--- config.mk ---
export PLATFORM = sky130hd
export DESIGN_NAME = caret_escape_string_decoder_core
export DESIGN_NICKNAME = d
export VERILOG_FILES = /design/src/rtl/core/cesd_pkg.sv /design/src/rtl/core/cesd_front.sv /design/src/rtl/core/cesd_queue.sv /design/src/rtl/core/cesd_back.sv /design/src/rtl/core/caret_escape_string_decoder_core.sv
export SDC_FILE = /design/constraint.sdc
export NUM_CORES = 1
export LEC_CHECK = 0
export BUFFER_PORTS_ARGS = -buffer_cell sky130_fd_sc_hd__buf_2
export CORE_ASPECT_RATIO = 1.1
export CORE_MARGIN = 4
export CORE_UTILIZATION = 55
export DETAILED_ROUTE_END_ITERATION = 8
export PLACE_DENSITY = 0.69
export SYNTH_ARGS = -nofsm -noshare
export SYNTH_HDL_FRONTEND = slang
export SYNTH_HIERARCHICAL = 1
export SYNTH_SLANG_ARGS = --single-unit
--- constraint.sdc ---
create_clock -name clk -period 7.75 [get_ports clk]
set_input_delay 0.3875 -clock clk [delete_from_list [all_inputs] [get_ports clk]]
set_output_delay 0.3875 -clock clk [all_outputs]
set_load 0.005 [all_outputs]
--- src/rtl/core/cesd_pkg.sv ---
// shared types, character codes and the escape table of the caret/backslash decoder
// no dependencies; imported by every module of the core
package cesd_pkg;

  localparam int MAX_OUT_DEFAULT     = 32;
  localparam int QUEUE_DEPTH_DEFAULT = 4;

  localparam logic [7:0] CH_CARET  = 8'h5E;
  localparam logic [7:0] CH_BSLASH = 8'h5C;
  localparam logic [7:0] CH_HASH   = 8'h23;
  localparam logic [7:0] CH_SPACE  = 8'h20;
  localparam logic [7:0] CH_AT     = 8'h40;
  localparam logic [7:0] CH_ZERO   = 8'h30;
  localparam logic [7:0] CH_NINE   = 8'h39;

  typedef enum logic [1:0] {
    MODE_NORMAL    = 2'd0,
    MODE_CARET     = 2'd1,
    MODE_BACKSLASH = 2'd2,
    MODE_OCTAL     = 2'd3
  } mode_t;

  // one result word
  typedef struct packed {
    logic [7:0] data;
    logic       valid;
    logic       eos;
  } res_t;

  // everything one input word produces: one or two result words
  typedef struct packed {
    logic two;
    res_t r0;
    res_t r1;
  } bundle_t;

  typedef struct packed {
    logic       hit;
    logic [7:0] code;
  } esc_t;

  // named escapes after a backslash
  function automatic esc_t esc_map(input logic [7:0] c);
    esc_t r;
    r.hit  = 1'b1;
    r.code = 8'd0;
    case (c)
      8'h61:     r.code = 8'd7;   // a
      8'h62:     r.code = 8'd8;   // b
      8'h65:     r.code = 8'd27;  // e
      8'h66:     r.code = 8'd12;  // f
      8'h6E:     r.code = 8'd10;  // n
      8'h72:     r.code = 8'd13;  // r
      8'h74:     r.code = 8'd9;   // t
      8'h76:     r.code = 8'd11;  // v
      CH_BSLASH: r.code = CH_BSLASH;
      CH_CARET:  r.code = CH_CARET;
      CH_HASH:   r.code = CH_HASH;
      default:   r.hit  = 1'b0;
    endcase
    return r;
  endfunction

endpackage

--- src/rtl/core/cesd_front.sv ---
// front end: takes input words, tracks escape state and forms the result bundle
// depends on cesd_pkg
module cesd_front #(
  parameter int MaxOut = cesd_pkg::MAX_OUT_DEFAULT
) (
  input  logic              clk,
  input  logic              rst,
  input  logic              accept,
  input  logic [7:0]        in_byte,
  input  logic              is_last,
  output logic              wr,
  output cesd_pkg::bundle_t wr_bundle
);
  import cesd_pkg::*;

  localparam int CntW = $clog2(MaxOut + 1);
  localparam logic [CntW:0] MaxOutW = (CntW + 1)'(MaxOut);

  mode_t           mode, mode_next;
  logic [7:0]      oval, oval_next;
  logic [1:0]      digits, digits_next;
  logic [CntW-1:0] emitted, emitted_next;

  logic [1:0] att_n;
  logic [7:0] att0, att1;
  logic [7:0] oct_sum;
  logic       is_digit;
  logic       has1, has2;
  logic [1:0] keep;
  esc_t       esc;

  assign is_digit = (in_byte >= CH_ZERO) && (in_byte <= CH_NINE);
  assign oct_sum  = {oval[4:0], 3'b000} + {4'b0000, in_byte[3:0]};
  assign esc      = esc_map(in_byte);

  // escape decode, up to two bytes attempted per word
  always_comb begin
    att_n       = 2'd0;
    att0        = 8'd0;
    att1        = 8'd0;
    mode_next   = mode;
    oval_next   = oval;
    digits_next = digits;
    unique case (mode)
      MODE_NORMAL: begin
        if (in_byte == CH_CARET) begin
          mode_next = MODE_CARET;
        end else if (in_byte == CH_BSLASH) begin
          mode_next = MODE_BACKSLASH;
        end else begin
          att0  = in_byte;
          att_n = 2'd1;
        end
      end
      MODE_CARET: begin
        mode_next = MODE_NORMAL;
        if (in_byte inside {[8'h41:8'h5F], [8'h61:8'h7A]}) begin
          att0  = {3'b000, in_byte[4:0]};
          att_n = 2'd1;
        end else if (in_byte == CH_SPACE || in_byte == CH_AT) begin
          att0  = 8'd0;
          att_n = 2'd1;
        end else begin
          att0  = CH_CARET;
          att1  = in_byte;
          att_n = 2'd2;
        end
      end
      MODE_BACKSLASH: begin
        mode_next = MODE_NORMAL;
        if (esc.hit) begin
          att0  = esc.code;
          att_n = 2'd1;
        end else if (is_digit) begin
          oval_next   = {4'b0000, in_byte[3:0]};
          digits_next = 2'd1;
          mode_next   = MODE_OCTAL;
        end else begin
          att0  = CH_BSLASH;
          att1  = in_byte;
          att_n = 2'd2;
        end
      end
      MODE_OCTAL: begin
        if (is_digit) begin
          digits_next = digits + 2'd1;
          if (digits_next == 2'd3 || digits_next == 2'd0) begin
            att0        = oct_sum;
            att_n       = 2'd1;
            mode_next   = MODE_NORMAL;
            oval_next   = 8'd0;
            digits_next = 2'd0;
          end else begin
            oval_next = oct_sum;
          end
        end else begin
          // run ends: value first, then the byte in normal mode
          att0        = oval;
          att_n       = 2'd1;
          mode_next   = MODE_NORMAL;
          oval_next   = 8'd0;
          digits_next = 2'd0;
          if (in_byte == CH_CARET) begin
            mode_next = MODE_CARET;
          end else if (in_byte == CH_BSLASH) begin
            mode_next = MODE_BACKSLASH;
          end else begin
            att1  = in_byte;
            att_n = 2'd2;
          end
        end
      end
      default: ;
    endcase

    // flush a pending prefix or digit run at end of string
    if (is_last && mode_next != MODE_NORMAL) begin
      if (att_n == 2'd0) begin
        att0 = (mode_next == MODE_CARET) ? CH_CARET :
               (mode_next == MODE_BACKSLASH) ? CH_BSLASH : oval_next;
      end else begin
        att1 = (mode_next == MODE_CARET) ? CH_CARET :
               (mode_next == MODE_BACKSLASH) ? CH_BSLASH : oval_next;
      end
      att_n = att_n + 2'd1;
    end
  end

  // output limit per string
  assign has1 = {1'b0, emitted} < MaxOutW;
  assign has2 = ({1'b0, emitted} + {{CntW{1'b0}}, 1'b1}) < MaxOutW;

  always_comb begin
    keep = 2'd0;
    case (att_n)
      2'd1:    keep = has1 ? 2'd1 : 2'd0;
      2'd2:    keep = has2 ? 2'd2 : (has1 ? 2'd1 : 2'd0);
      default: keep = 2'd0;
    endcase
  end

  always_comb begin
    wr_bundle.two      = (keep == 2'd2);
    wr_bundle.r0.data  = (keep == 2'd0) ? 8'd0 : att0;
    wr_bundle.r0.valid = (keep != 2'd0);
    wr_bundle.r0.eos   = is_last && (keep != 2'd2);
    wr_bundle.r1.data  = att1;
    wr_bundle.r1.valid = 1'b1;
    wr_bundle.r1.eos   = is_last;
  end

  assign wr = accept && ((keep != 2'd0) || is_last);

  assign emitted_next = is_last ? '0 : emitted + CntW'(keep);

  always_ff @(posedge clk) begin
    if (rst) begin
      mode    <= MODE_NORMAL;
      oval    <= 8'd0;
      digits  <= 2'd0;
      emitted <= '0;
    end else if (accept) begin
      mode    <= is_last ? MODE_NORMAL : mode_next;
      oval    <= is_last ? 8'd0 : oval_next;
      digits  <= is_last ? 2'd0 : digits_next;
      emitted <= emitted_next;
    end
  end

  a_cap: assert property (@(posedge clk) disable iff (rst)
    {1'b0, emitted} <= MaxOutW)
    else $error("emitted count past limit");

  a_end_clears: assert property (@(posedge clk) disable iff (rst)
    accept && is_last |=> mode == MODE_NORMAL && emitted == '0 && digits == 2'd0)
    else $error("state not cleared after end of string");

endmodule

--- src/rtl/core/cesd_queue.sv ---
// short queue of result bundles between front and back
// depends on cesd_pkg
module cesd_queue #(
  parameter int Depth = cesd_pkg::QUEUE_DEPTH_DEFAULT
) (
  input  logic              clk,
  input  logic              rst,
  input  logic              wr,
  input  cesd_pkg::bundle_t wr_bundle,
  input  logic              rd,
  output cesd_pkg::bundle_t head,
  output logic              full,
  output logic              q_empty
);
  import cesd_pkg::*;

  localparam int PtrW = (Depth > 1) ? $clog2(Depth) : 1;
  localparam int CntW = $clog2(Depth + 1);

  bundle_t         mem [Depth];
  logic [PtrW-1:0] wr_ptr, rd_ptr;
  logic [CntW-1:0] count;

  function automatic logic [PtrW-1:0] ptr_inc(input logic [PtrW-1:0] p);
    return (p == PtrW'(Depth - 1)) ? '0 : p + PtrW'(1);
  endfunction

  assign head    = mem[rd_ptr];
  assign full    = (count == CntW'(Depth));
  assign q_empty = (count == '0);

  always_ff @(posedge clk) begin
    if (wr) begin
      mem[wr_ptr] <= wr_bundle;
    end
  end

  always_ff @(posedge clk) begin
    if (rst) begin
      wr_ptr <= '0;
      rd_ptr <= '0;
      count  <= '0;
    end else begin
      if (wr) begin
        wr_ptr <= ptr_inc(wr_ptr);
      end
      if (rd) begin
        rd_ptr <= ptr_inc(rd_ptr);
      end
      if (wr && !rd) begin
        count <= count + CntW'(1);
      end else if (rd && !wr) begin
        count <= count - CntW'(1);
      end
    end
  end

  a_no_overflow: assert property (@(posedge clk) disable iff (rst)
    wr |-> !full)
    else $error("write into full queue");

  a_no_underflow: assert property (@(posedge clk) disable iff (rst)
    rd |-> !q_empty)
    else $error("read from empty queue");

endmodule

--- src/rtl/core/cesd_back.sv ---
// back end: splits each bundle into result words and holds one in the output register
// depends on cesd_pkg
module cesd_back (
  input  logic              clk,
  input  logic              rst,
  input  cesd_pkg::bundle_t head,
  input  logic              q_empty,
  output logic              rd,
  input  logic              pop,
  output logic              empty,
  output logic [7:0]        out_byte,
  output logic              byte_valid,
  output logic              end_of_string
);
  import cesd_pkg::*;

  res_t out_res;
  logic out_valid;
  logic sel;   // second word of the head bundle is next
  logic load;

  assign load = !out_valid || pop;
  assign rd   = load && !q_empty && (sel || !head.two);

  always_ff @(posedge clk) begin
    if (rst) begin
      out_valid <= 1'b0;
      sel       <= 1'b0;
    end else if (load) begin
      out_valid <= !q_empty;
      if (!q_empty) begin
        sel <= !sel && head.two;
      end
    end
  end

  always_ff @(posedge clk) begin
    if (load && !q_empty) begin
      out_res <= sel ? head.r1 : head.r0;
    end
  end

  assign empty         = !out_valid;
  assign out_byte      = out_res.data;
  assign byte_valid    = out_res.valid;
  assign end_of_string = out_res.eos;

  a_sel_has_bundle: assert property (@(posedge clk) disable iff (rst)
    sel |-> !q_empty && head.two)
    else $error("second word pending without a two-word bundle");

endmodule

--- src/rtl/core/caret_escape_string_decoder_core.sv ---
// Caret and backslash escape decoder. One text byte per word goes in with a last-of-string
// flag; decoded raw bytes come out, one per word, with end_of_string on the last word of each
// string (a bare marker with byte_valid low when the MaxOut limit dropped the last word's
// bytes). A new input word is taken every cycle while full is low. The front decodes in the
// accept cycle and writes a bundle of one or two result words into a queue of QueueDepth
// bundles; while the output register is empty or popped, the back moves one result word per
// cycle from the queue into it. Two-byte inputs hold the back for both of their words, so a
// long run of them fills the queue and raises full. At most MaxOut bytes come out per string.
// Depends on cesd_pkg, cesd_front, cesd_queue and cesd_back.
module caret_escape_string_decoder_core #(
  parameter int MaxOut     = cesd_pkg::MAX_OUT_DEFAULT,
  parameter int QueueDepth = cesd_pkg::QUEUE_DEPTH_DEFAULT
) (
  input  logic       clk,
  input  logic       rst,
  input  logic       push,
  output logic       full,
  input  logic [7:0] in_byte,
  input  logic       is_last,
  output logic       empty,
  input  logic       pop,
  output logic [7:0] out_byte,
  output logic       byte_valid,
  output logic       end_of_string
);
  import cesd_pkg::*;

  logic    accept;
  logic    wr;
  logic    rd;
  logic    q_empty;
  bundle_t wr_bundle;
  bundle_t head;

  assign accept = push && !full;

  cesd_front #(
    .MaxOut(MaxOut)
  ) u_front (
    .clk      (clk),
    .rst      (rst),
    .accept   (accept),
    .in_byte  (in_byte),
    .is_last  (is_last),
    .wr       (wr),
    .wr_bundle(wr_bundle)
  );

  cesd_queue #(
    .Depth(QueueDepth)
  ) u_queue (
    .clk      (clk),
    .rst      (rst),
    .wr       (wr),
    .wr_bundle(wr_bundle),
    .rd       (rd),
    .head     (head),
    .full     (full),
    .q_empty  (q_empty)
  );

  cesd_back u_back (
    .clk          (clk),
    .rst          (rst),
    .head         (head),
    .q_empty      (q_empty),
    .rd           (rd),
    .pop          (pop),
    .empty        (empty),
    .out_byte     (out_byte),
    .byte_valid   (byte_valid),
    .end_of_string(end_of_string)
  );

endmodule
== Word-level counts from Yosys, hierarchy flattened ==
Memories as Yosys holds them, arrays and structs flattened. A register that Yosys moved wholly into a read port is not among the register bits.
Index checks and enable logic that the tools add are counted.

* Add/subtract/negate cells: 9
* $lt $le $gt $ge: 8
* Equality and inequality tests: 28
* Mux-type cells: 71
* Bitwise operators: 1
* Reduce and logical (&&, ||, !) cells: 37

{| class="wikitable"
|+ Operators by type and width
! kind !! count
|-
| $mux W8 || 23
|-
| $eq A8 B7 Y1 const B || 11
|-
| $pmux W7 S11 || 1
|-
| $mux W2 || 28
|-
| $pmux W8 S4 || 1
|-
| $pmux W8 S3 || 1
|-
| $eq A2 B2 Y1 const B || 8
|-
| $eq A8 B6 Y1 const B || 2
|-
| $ge A8 B7 Y1 const B || 2
|-
| $le A8 B7 Y1 const B || 2
|-
| $pmux W2 S4 || 2
|-
| $pmux W8 S2 || 1
|-
| $mux W7 || 2
|-
| $logic_and A1 B1 Y1 || 12
|-
| $reduce_or A11 Y1 || 1
|-
| $mux W10 || 1
|-
| $add A2 B1 Y2 const B || 4
|-
| $add A8 B4 Y8 || 1
|-
| $ge A8 B6 Y1 const B || 1
|-
| $le A8 B6 Y1 const B || 1
|-
| $logic_not A2 Y1 || 4
|-
| $pmux W2 S2 || 2
|-
| $reduce_bool A2 Y1 || 4
|-
| $add A6 B1 Y7 const B || 1
|-
| other kinds (20) || 38
|}

* Bits in registers: 37
* Bits in writable memories: 80
* Input bits: 13
* Output and inout port bits: 12
* Logic and storage cells: 167
* Memories: 1

{| class="wikitable"
|+ Memory list
! name !! words !! bits a word !! rd ports !! clocked after memory_dff !! write ports !! RTL line !! RTL
|-
| u_queue.mem || 4 || 20 || 1 || 1 || 1 || cesd_queue.sv:20 || <nowiki>bundle_t mem [Depth];</nowiki>
|}

== Depth between registers and ports, before layout ==
* Depth in word-level cells: 18
* Mapped depth: 20
* Gate-level depth less buffers: 19

== Cells and area by module ==
The synthesis kept the hierarchy.

{| class="wikitable"
|+ By module, submodules not included
! module !! instances !! cells each !! area an instance (um2) !! sequential area each (um2)
|-
| cesd_queue || 1 || 153 || 3,472.1 || 2,702.6
|-
| cesd_front || 1 || 328 || 2,351.0 || 360.3
|-
| cesd_back || 1 || 33 || 558.0 || 340.3
|-
| caret_escape_string_decoder_core || 1 || 1 || 13.8 || 0.0
|}

== Worst setup path before layout ==
No wires, ideal clock.

* Kind: in2reg
* Start point: input in_byte[2]
* End point: register u_queue.count[2]
* Library setup time: 0.070 ns
* Arrival: 4.576 ns
* Required time: 7.680 ns
* Setup slack: 3.104 ns
* Cell stages on the path: 18
* Buffers on the path: 1
* Path through: buf_6 or4_4 o221ai_4 o22ai_2 or4_4 inv_1 ha_1 mux2_2 ha_1 nor2_1 o22ai_1 a21oi_1 ha_1 inv_1 fa_1 xor2_1 or3_1 a21oi_1

* Cells in the longest elaborated chain, start to end: 16
* Elaborated cells between the ends (all ways): 59
* Those cells by class: add/sub: 1; order compare: 6; eq/ne: 15; mux: 22; reduce/logical: 15

{| class="wikitable"
|+ RTL lines
! element !! RTL line !! RTL
|-
| start: declaration || caret_escape_string_decoder_core.sv:18 || <nowiki>input logic [7:0] in_byte,</nowiki>
|-
| parallel branches: the longest is 7 deep, another holds $ge A8 B7 Y1 || n/a ||
|-
| $mux W2 * || cesd_front.sv:117 || <nowiki>if (is_last && mode_next != MODE_NORMAL) begin</nowiki>
|-
| $eq A2 B2 Y1 / $eq A2 B1 Y1 (equally long branches) || cesd_front.sv:135 || <nowiki>case (att_n)</nowiki>
|-
| $pmux W2 S2 * || cesd_front.sv:135 ||
|-
| $reduce_bool A2 Y1 * || cesd_front.sv:152 || <nowiki>assign wr = accept && ((keep != 2'd0) || is_last);</nowiki>
|-
| $logic_or A1 B1 Y1 * || cesd_front.sv:152 ||
|-
| $logic_and A1 B1 Y1 * || cesd_front.sv:152 ||
|-
| via wr || caret_escape_string_decoder_core.sv:29 || <nowiki>logic wr;</nowiki>
|-
| $logic_not A1 Y1 || cesd_queue.sv:52 || <nowiki>end else if (rd && !wr) begin</nowiki>
|-
| $logic_and A1 B1 Y1 || cesd_queue.sv:52 ||
|-
| $reduce_bool A2 Y1 (no source line) || n/a ||
|-
| end signal: assignment || cesd_queue.sv:51 || <nowiki>count <= count + CntW'(1);</nowiki>
|-
| end signal: assignment || cesd_queue.sv:53 || <nowiki>count <= count - CntW'(1);</nowiki>
|-
| end: declaration || cesd_queue.sv:22 || <nowiki>logic [CntW-1:0] count;</nowiki>
|}

Mark *: on every way through the listed nets, which the timed path passes.
A chain may end at the register's enable or synchronous reset.

== Final worst setup path ==
* Start point: register u_front.digits[0]
* End point: register u_queue.count[2]

* Cells in the longest elaborated chain, start to end: 17
* Elaborated cells between the ends (all ways): 25
* Those cells by class: add/sub: 2; eq/ne: 3; mux: 9; reduce/logical: 11

{| class="wikitable"
|+ RTL lines
! element !! RTL line !! RTL
|-
| start: declaration || cesd_front.sv:21 || <nowiki>logic [1:0] digits, digits_next;</nowiki>
|-
| start signal: assignment || cesd_front.sv:165 || <nowiki>digits <= is_last ? 2'd0 : digits_next;</nowiki>
|-
| $add A2 B1 Y2 * || cesd_front.sv:86 || <nowiki>digits_next = digits + 2'd1;</nowiki>
|-
| $eq A2 B2 Y1 / $logic_not A2 Y1 (equally long branches) || cesd_front.sv:87 || <nowiki>if (digits_next == 2'd3 || digits_next == 2'd0) begin</nowiki>
|-
| $logic_or A1 B1 Y1 * || cesd_front.sv:87 ||
|-
| parallel branches: the longest is 5 deep, another holds $add A2 B1 Y2 || n/a ||
|-
| $mux W2 * || cesd_front.sv:117 ||
|-
| $eq A2 B2 Y1 / $eq A2 B1 Y1 (equally long branches) || cesd_front.sv:135 ||
|-
| $pmux W2 S2 * || cesd_front.sv:135 ||
|-
| $reduce_bool A2 Y1 * || cesd_front.sv:152 ||
|-
| $logic_or A1 B1 Y1 * || cesd_front.sv:152 ||
|-
| $logic_and A1 B1 Y1 * || cesd_front.sv:152 ||
|-
| via wr || caret_escape_string_decoder_core.sv:29 ||
|-
| $logic_not A1 Y1 || cesd_queue.sv:52 ||
|-
| $logic_and A1 B1 Y1 || cesd_queue.sv:52 ||
|-
| $reduce_bool A2 Y1 (no source line) || n/a ||
|}

Marks and branches as above.

==> results by stage <==
Outcome:
- The run finished with clean final reports.

Global routing:
- The global-route wire length before repair is 24400 um.
- Global routing used 23.5% of the available tracks across all layers.
- The global-route congestion overflow total is 0.
- The largest net degree at the start of global routing is 25.
- The via count of the first global-routing pass came to 4520.
- The initial antenna violation count is 0.

Timing:
- Of the available clock period, the critical path in the final layout requires 67.6%.
- The minimum clock period is 5.24 ns.
- The transition time at the pin with the least slew margin is 1.11 ns.
- The final-report max-slew violation count is 0.
- The max-slew headroom at the worst pin is 26.2%.
- Setup repair after global routing left no endpoint under its margin.
- The clock arrives with 0.00962 ns of skew.
- After routing, the total negative slack on setup checks comes to 0 ns.
- The final number of hold-violating endpoints came to 0.
- Setup violations remaining at the end of the flow were counted as 0.
- The maximum clock frequency is 0.191 GHz.

Logic synthesis:
- The synthesized design spends more area on one cell type than any other, namely sky130_fd_sc_hd__edfxtp_1.
- Sequential elements use 53.2% of the synthesized area.
- The compound-gate portion of the synthesized area is 13.7%.
- The post-synth net total is 545.
- The combinational family with the most area after synthesis is compound AO/OA/AOI/OAI gates.
- The total standard cell area after synthesis is 6390 um^2.
- After synthesis, the most frequently instantiated cells are 94 x sky130_fd_sc_hd__edfxtp_1, 41 x sky130_fd_sc_hd__nor2_1, 33 x sky130_fd_sc_hd__nand2_1.
- The post-synthesis share of cell area spent on and, or, nand and nor gates is 12.8%.
- The number of different library cells in the post-synthesis netlist is 84.
- The fraction of synthesized cell area taken by the top area cell type is 44.1%.
- Of the post-synthesis cell area, the part taken by muxes is 10.9%.
- The xor/xnor share of the synthesized area is 2.19%.
- For this run, the number of Yosys warnings is 6.
- By area the synthesized netlist is led by sky130_fd_sc_hd__edfxtp_1 44%, sky130_fd_sc_hd__dfxtp_1 9.1%, sky130_fd_sc_hd__mux4_2 7.0%, sky130_fd_sc_hd__ha_1 2.9%, sky130_fd_sc_hd__nor2_1 2.4%.
- Counting flops with a built-in enable in the synthesized netlist gives 94.
- The mean instance size in the synthesized netlist is 12.4 um^2.
- In this run, synthesis produced a sequential element count of 123.
- The proportion of synthesized flip-flops having asynchronous set or reset is 0%.
- In the synthesized netlist the dominant register cell turns out to be sky130_fd_sc_hd__edfxtp_1.
- The post-synthesis cell count is 515.
- Of the total synthesized cell area, the portion taken by full adders, half adders and majority gates is 3.56%.
- The most repeated cell in the gate-level netlist after synthesis is sky130_fd_sc_hd__edfxtp_1.

CTS:
- The clock tree from TritonCTS is done.
- The number of sinks on the clock net is 123.
- The number of levels the H-tree was split into is 4.
- The clock latency of the later-clocked register in the worst-skew pair is 0.41 ns.
- Clock tree synthesis inserted a total of 17 buffers.
- The clock passes through at most 2 buffers.
- The clock root buffer master is sky130_fd_sc_hd__clkbuf_16.
- The clock transition at the registers of the reported paths is 0.06 ns.
- The number of hold-repair buffers added at the cts stage is 0.
- Post-CTS repair changed the size of 0 cells.
- The number of buffers added for setup after CTS is 0.

Route:
- The number of design-rule violations left by the first detailed-router iteration is 338.
- The count of vias placed by the detailed router is 4435.
- The number of DRC violations after detailed routing is 0.
- Before antenna repair, the detailed router went through 7 iterations.
- The per-cell via count in the routed design is 6.38.
- The number of antenna-violating nets in the routed design is 0.
- The final layout contains routed wiring with a total length of 15200 um.
- The routed length per placed instance is 21.8 um.

Worst setup path:
- The critical path launch point type is a flip-flop.
- STA puts the critical path data arrival time at 5.57 ns.
- Along the worst path, the maximum fanout reaches 7.
- The required time at the endpoint of the critical path is 8.08 ns.
- The capturing element type of the critical path is a flip-flop.
- The critical path in this run is classified as flip-flop to flip-flop.

Placed design:
- The number of I/O port buffers is 24.
- The HPWL reported at the end of detailed placement is 9870 um.
- After detailed placement, the design holds a cell count of 663.
- The final weighted congestion of routability-driven global placement is 0.955.

Cells and area:
- After the flow finishes, the layout carries non-filler instances totaling 695.
- The post-route netlist has 18.3% of its cells at a drive strength greater than 1.
- The number of inserted diodes is 0.
- For this run, the post-layout net count is 562.
- Relative to the synthesized area, the layout overhead comes to 12.3%.

Die:
- From left edge to right edge, the die measures 111 um.
- The floorplan has 41 rows.
- The initial utilization of the core area, before any placement, comes to 55.9%.
- The total area inside the core boundary comes to 11400 um^2.
- 25 I/O pins were placed.
- The die covers 13400 um^2.
- The die span in y is 121 um.

Power and ir drop:
- The leakage power total is 2.53 nW.
- The cell area power density is 295 nW/um^2.
- IR analysis of the VDD net gives a maximum drop of 0.000203 V.
- Power comes to 0.00212 W.

Flow run:
- The number of maximum-capacitance constraint violations is 0.

Worst hold path:
- The tightest min-delay check is of the input pin to flip-flop type.
[cell type report]
type,instances,area (um^2)
Clock buffer,19,433
Clock inverter,13,191
Timing Repair Buffer,25,128
Tap cell,150,188
Sequential cell,123,3400
Multi-Input combinational cell,344,2760
Fill cell,863,4260
Inverter,21,78.8
[metal layers]
layer | vias to the layer above | routed length (um) | part of all wire, % | GRT usage, %
met5 | - | 0 | 0 | 0
met4 | 0 | 298 | 2.0 | 7.01
met3 | 28 | 834 | 5.5 | 6.03
met2 | 167 | 7780 | 51 | 40.8
met1 | 2214 | 6270 | 41 | 29.1
li1 | 2026 | - | - | -
[cells by family after synthesis]
group / count (synthesis)
adders and majority gates: 17
DFF: 123
AOI/OAI and AO/OA: 121
other: 1
and+or+nand+nor: 151
xor gates and xnor gates: 16
buffers and inverters: 48
muxes: 38
[placed cells by master (no fill, tap or decap), types with 4 or more instances in the layout]
master / instances
sky130_fd_sc_hd__nand2_1: 33
sky130_fd_sc_hd__o22ai_1: 4
sky130_fd_sc_hd__ha_1: 15
sky130_fd_sc_hd__inv_1: 19
sky130_fd_sc_hd__dfxtp_1: 29
sky130_fd_sc_hd__o21ai_1: 4
sky130_fd_sc_hd__nor2_1: 41
sky130_fd_sc_hd__a21oi_1: 27
sky130_fd_sc_hd__clkbuf_16: 17
sky130_fd_sc_hd__a21o_1: 6
sky130_fd_sc_hd__mux4_2: 20
sky130_fd_sc_hd__nand2b_1: 7
sky130_fd_sc_hd__mux2i_1: 6
sky130_fd_sc_hd__xnor2_1: 6
sky130_fd_sc_hd__bufinv_16: 4
sky130_fd_sc_hd__o21ai_0: 16
sky130_fd_sc_hd__mux2_4: 9
sky130_fd_sc_hd__and3_1: 5
sky130_fd_sc_hd__and2_1: 6
sky130_fd_sc_hd__o2bb2ai_1: 4
sky130_fd_sc_hd__buf_2: 24
sky130_fd_sc_hd__nor3_1: 12
sky130_fd_sc_hd__xor2_1: 10
sky130_fd_sc_hd__a22oi_1: 9
sky130_fd_sc_hd__nand3_1: 11
sky130_fd_sc_hd__edfxtp_1: 94
sky130_fd_sc_hd__a211oi_1: 5
sky130_fd_sc_hd__nand4_1: 4
[power by group]
part / total (W) / switching, W / internal [W] / leakage (nW)
combinational: 0.000424 / 0.000206 / 0.000218 / 1.12
clock: 0.000827 / 0.000286 / 0.000540 / 0.294
sequential: 0.000870 / 0.0000540 / 0.000816 / 1.12
total: 0.00212 / 0.000546 / 0.00157 / 2.53
[final timing paths]
kind / start / to / slack [ns] / depth (start not counted)
setup reg to reg: u_front/digits[0]$_SDFFE_PP0P_ / u_queue/count[2]$_SDFFE_PP0P_ / 2.51 / 19
setup / recovery: u_front/digits[0]$_SDFFE_PP0P_ / u_queue/count[2]$_SDFFE_PP0P_ / 2.51 / 19
hold reg to reg: u_front/emitted[0]$_SDFFE_PP0P_ / u_front/emitted[0]$_SDFFE_PP0P_ / 0.48 / 2
hold / removal: pop / u_back/out_valid$_SDFFE_PP0N_ / 0.30 / 3
[state kept, by name (all words and copies together) (netlist names), 2 cells and up, named ones only]
name,cells
u_queue/count,3
u_front/mode,2
u_back/out_byte,8
u_front/emitted,6
u_queue/rd_ptr,2
u_queue/wr_ptr,2
u_front/digits,2
u_front/oval,8
u_queue/mem,84
[stage by stage]
step	setup WS [ns]	utilization [%]	hold slack (ns)	instance area, um^2
2_1_floorplan	3.10	-	0.448	6390
6_report	2.51	62.8	0.296	7180
5_1_grt	2.21	62.8	0.324	7180
3_3_place_gp	2.66	57.3	0.472	6560
4_1_cts	2.53	62.8	0.287	7180
3_5_place_dp	2.55	57.3	0.481	6560
[worst max-delay path, cell delays in order, from the launching register on]
cell and delay, ns:
sky130_fd_sc_hd__dfxtp_1 0.43, sky130_fd_sc_hd__inv_1 0.07, sky130_fd_sc_hd__ha_1 0.33, sky130_fd_sc_hd__xor2_1 0.25
sky130_fd_sc_hd__nor3_2 0.45, sky130_fd_sc_hd__a211oi_1 0.09, sky130_fd_sc_hd__or4_4 0.57, sky130_fd_sc_hd__inv_1 0.08
sky130_fd_sc_hd__ha_1 0.24, sky130_fd_sc_hd__mux2_2 0.27, sky130_fd_sc_hd__ha_1 0.31, sky130_fd_sc_hd__nor2_1 0.10
sky130_fd_sc_hd__o22ai_1 0.15, sky130_fd_sc_hd__a21oi_1 0.50, sky130_fd_sc_hd__ha_1 0.27, sky130_fd_sc_hd__inv_1 0.06
sky130_fd_sc_hd__fa_1 0.37, sky130_fd_sc_hd__xor2_1 0.16, sky130_fd_sc_hd__or3_1 0.31, sky130_fd_sc_hd__a21oi_1 0.15
No activity file was read; power rests on OpenSTA's default activity.
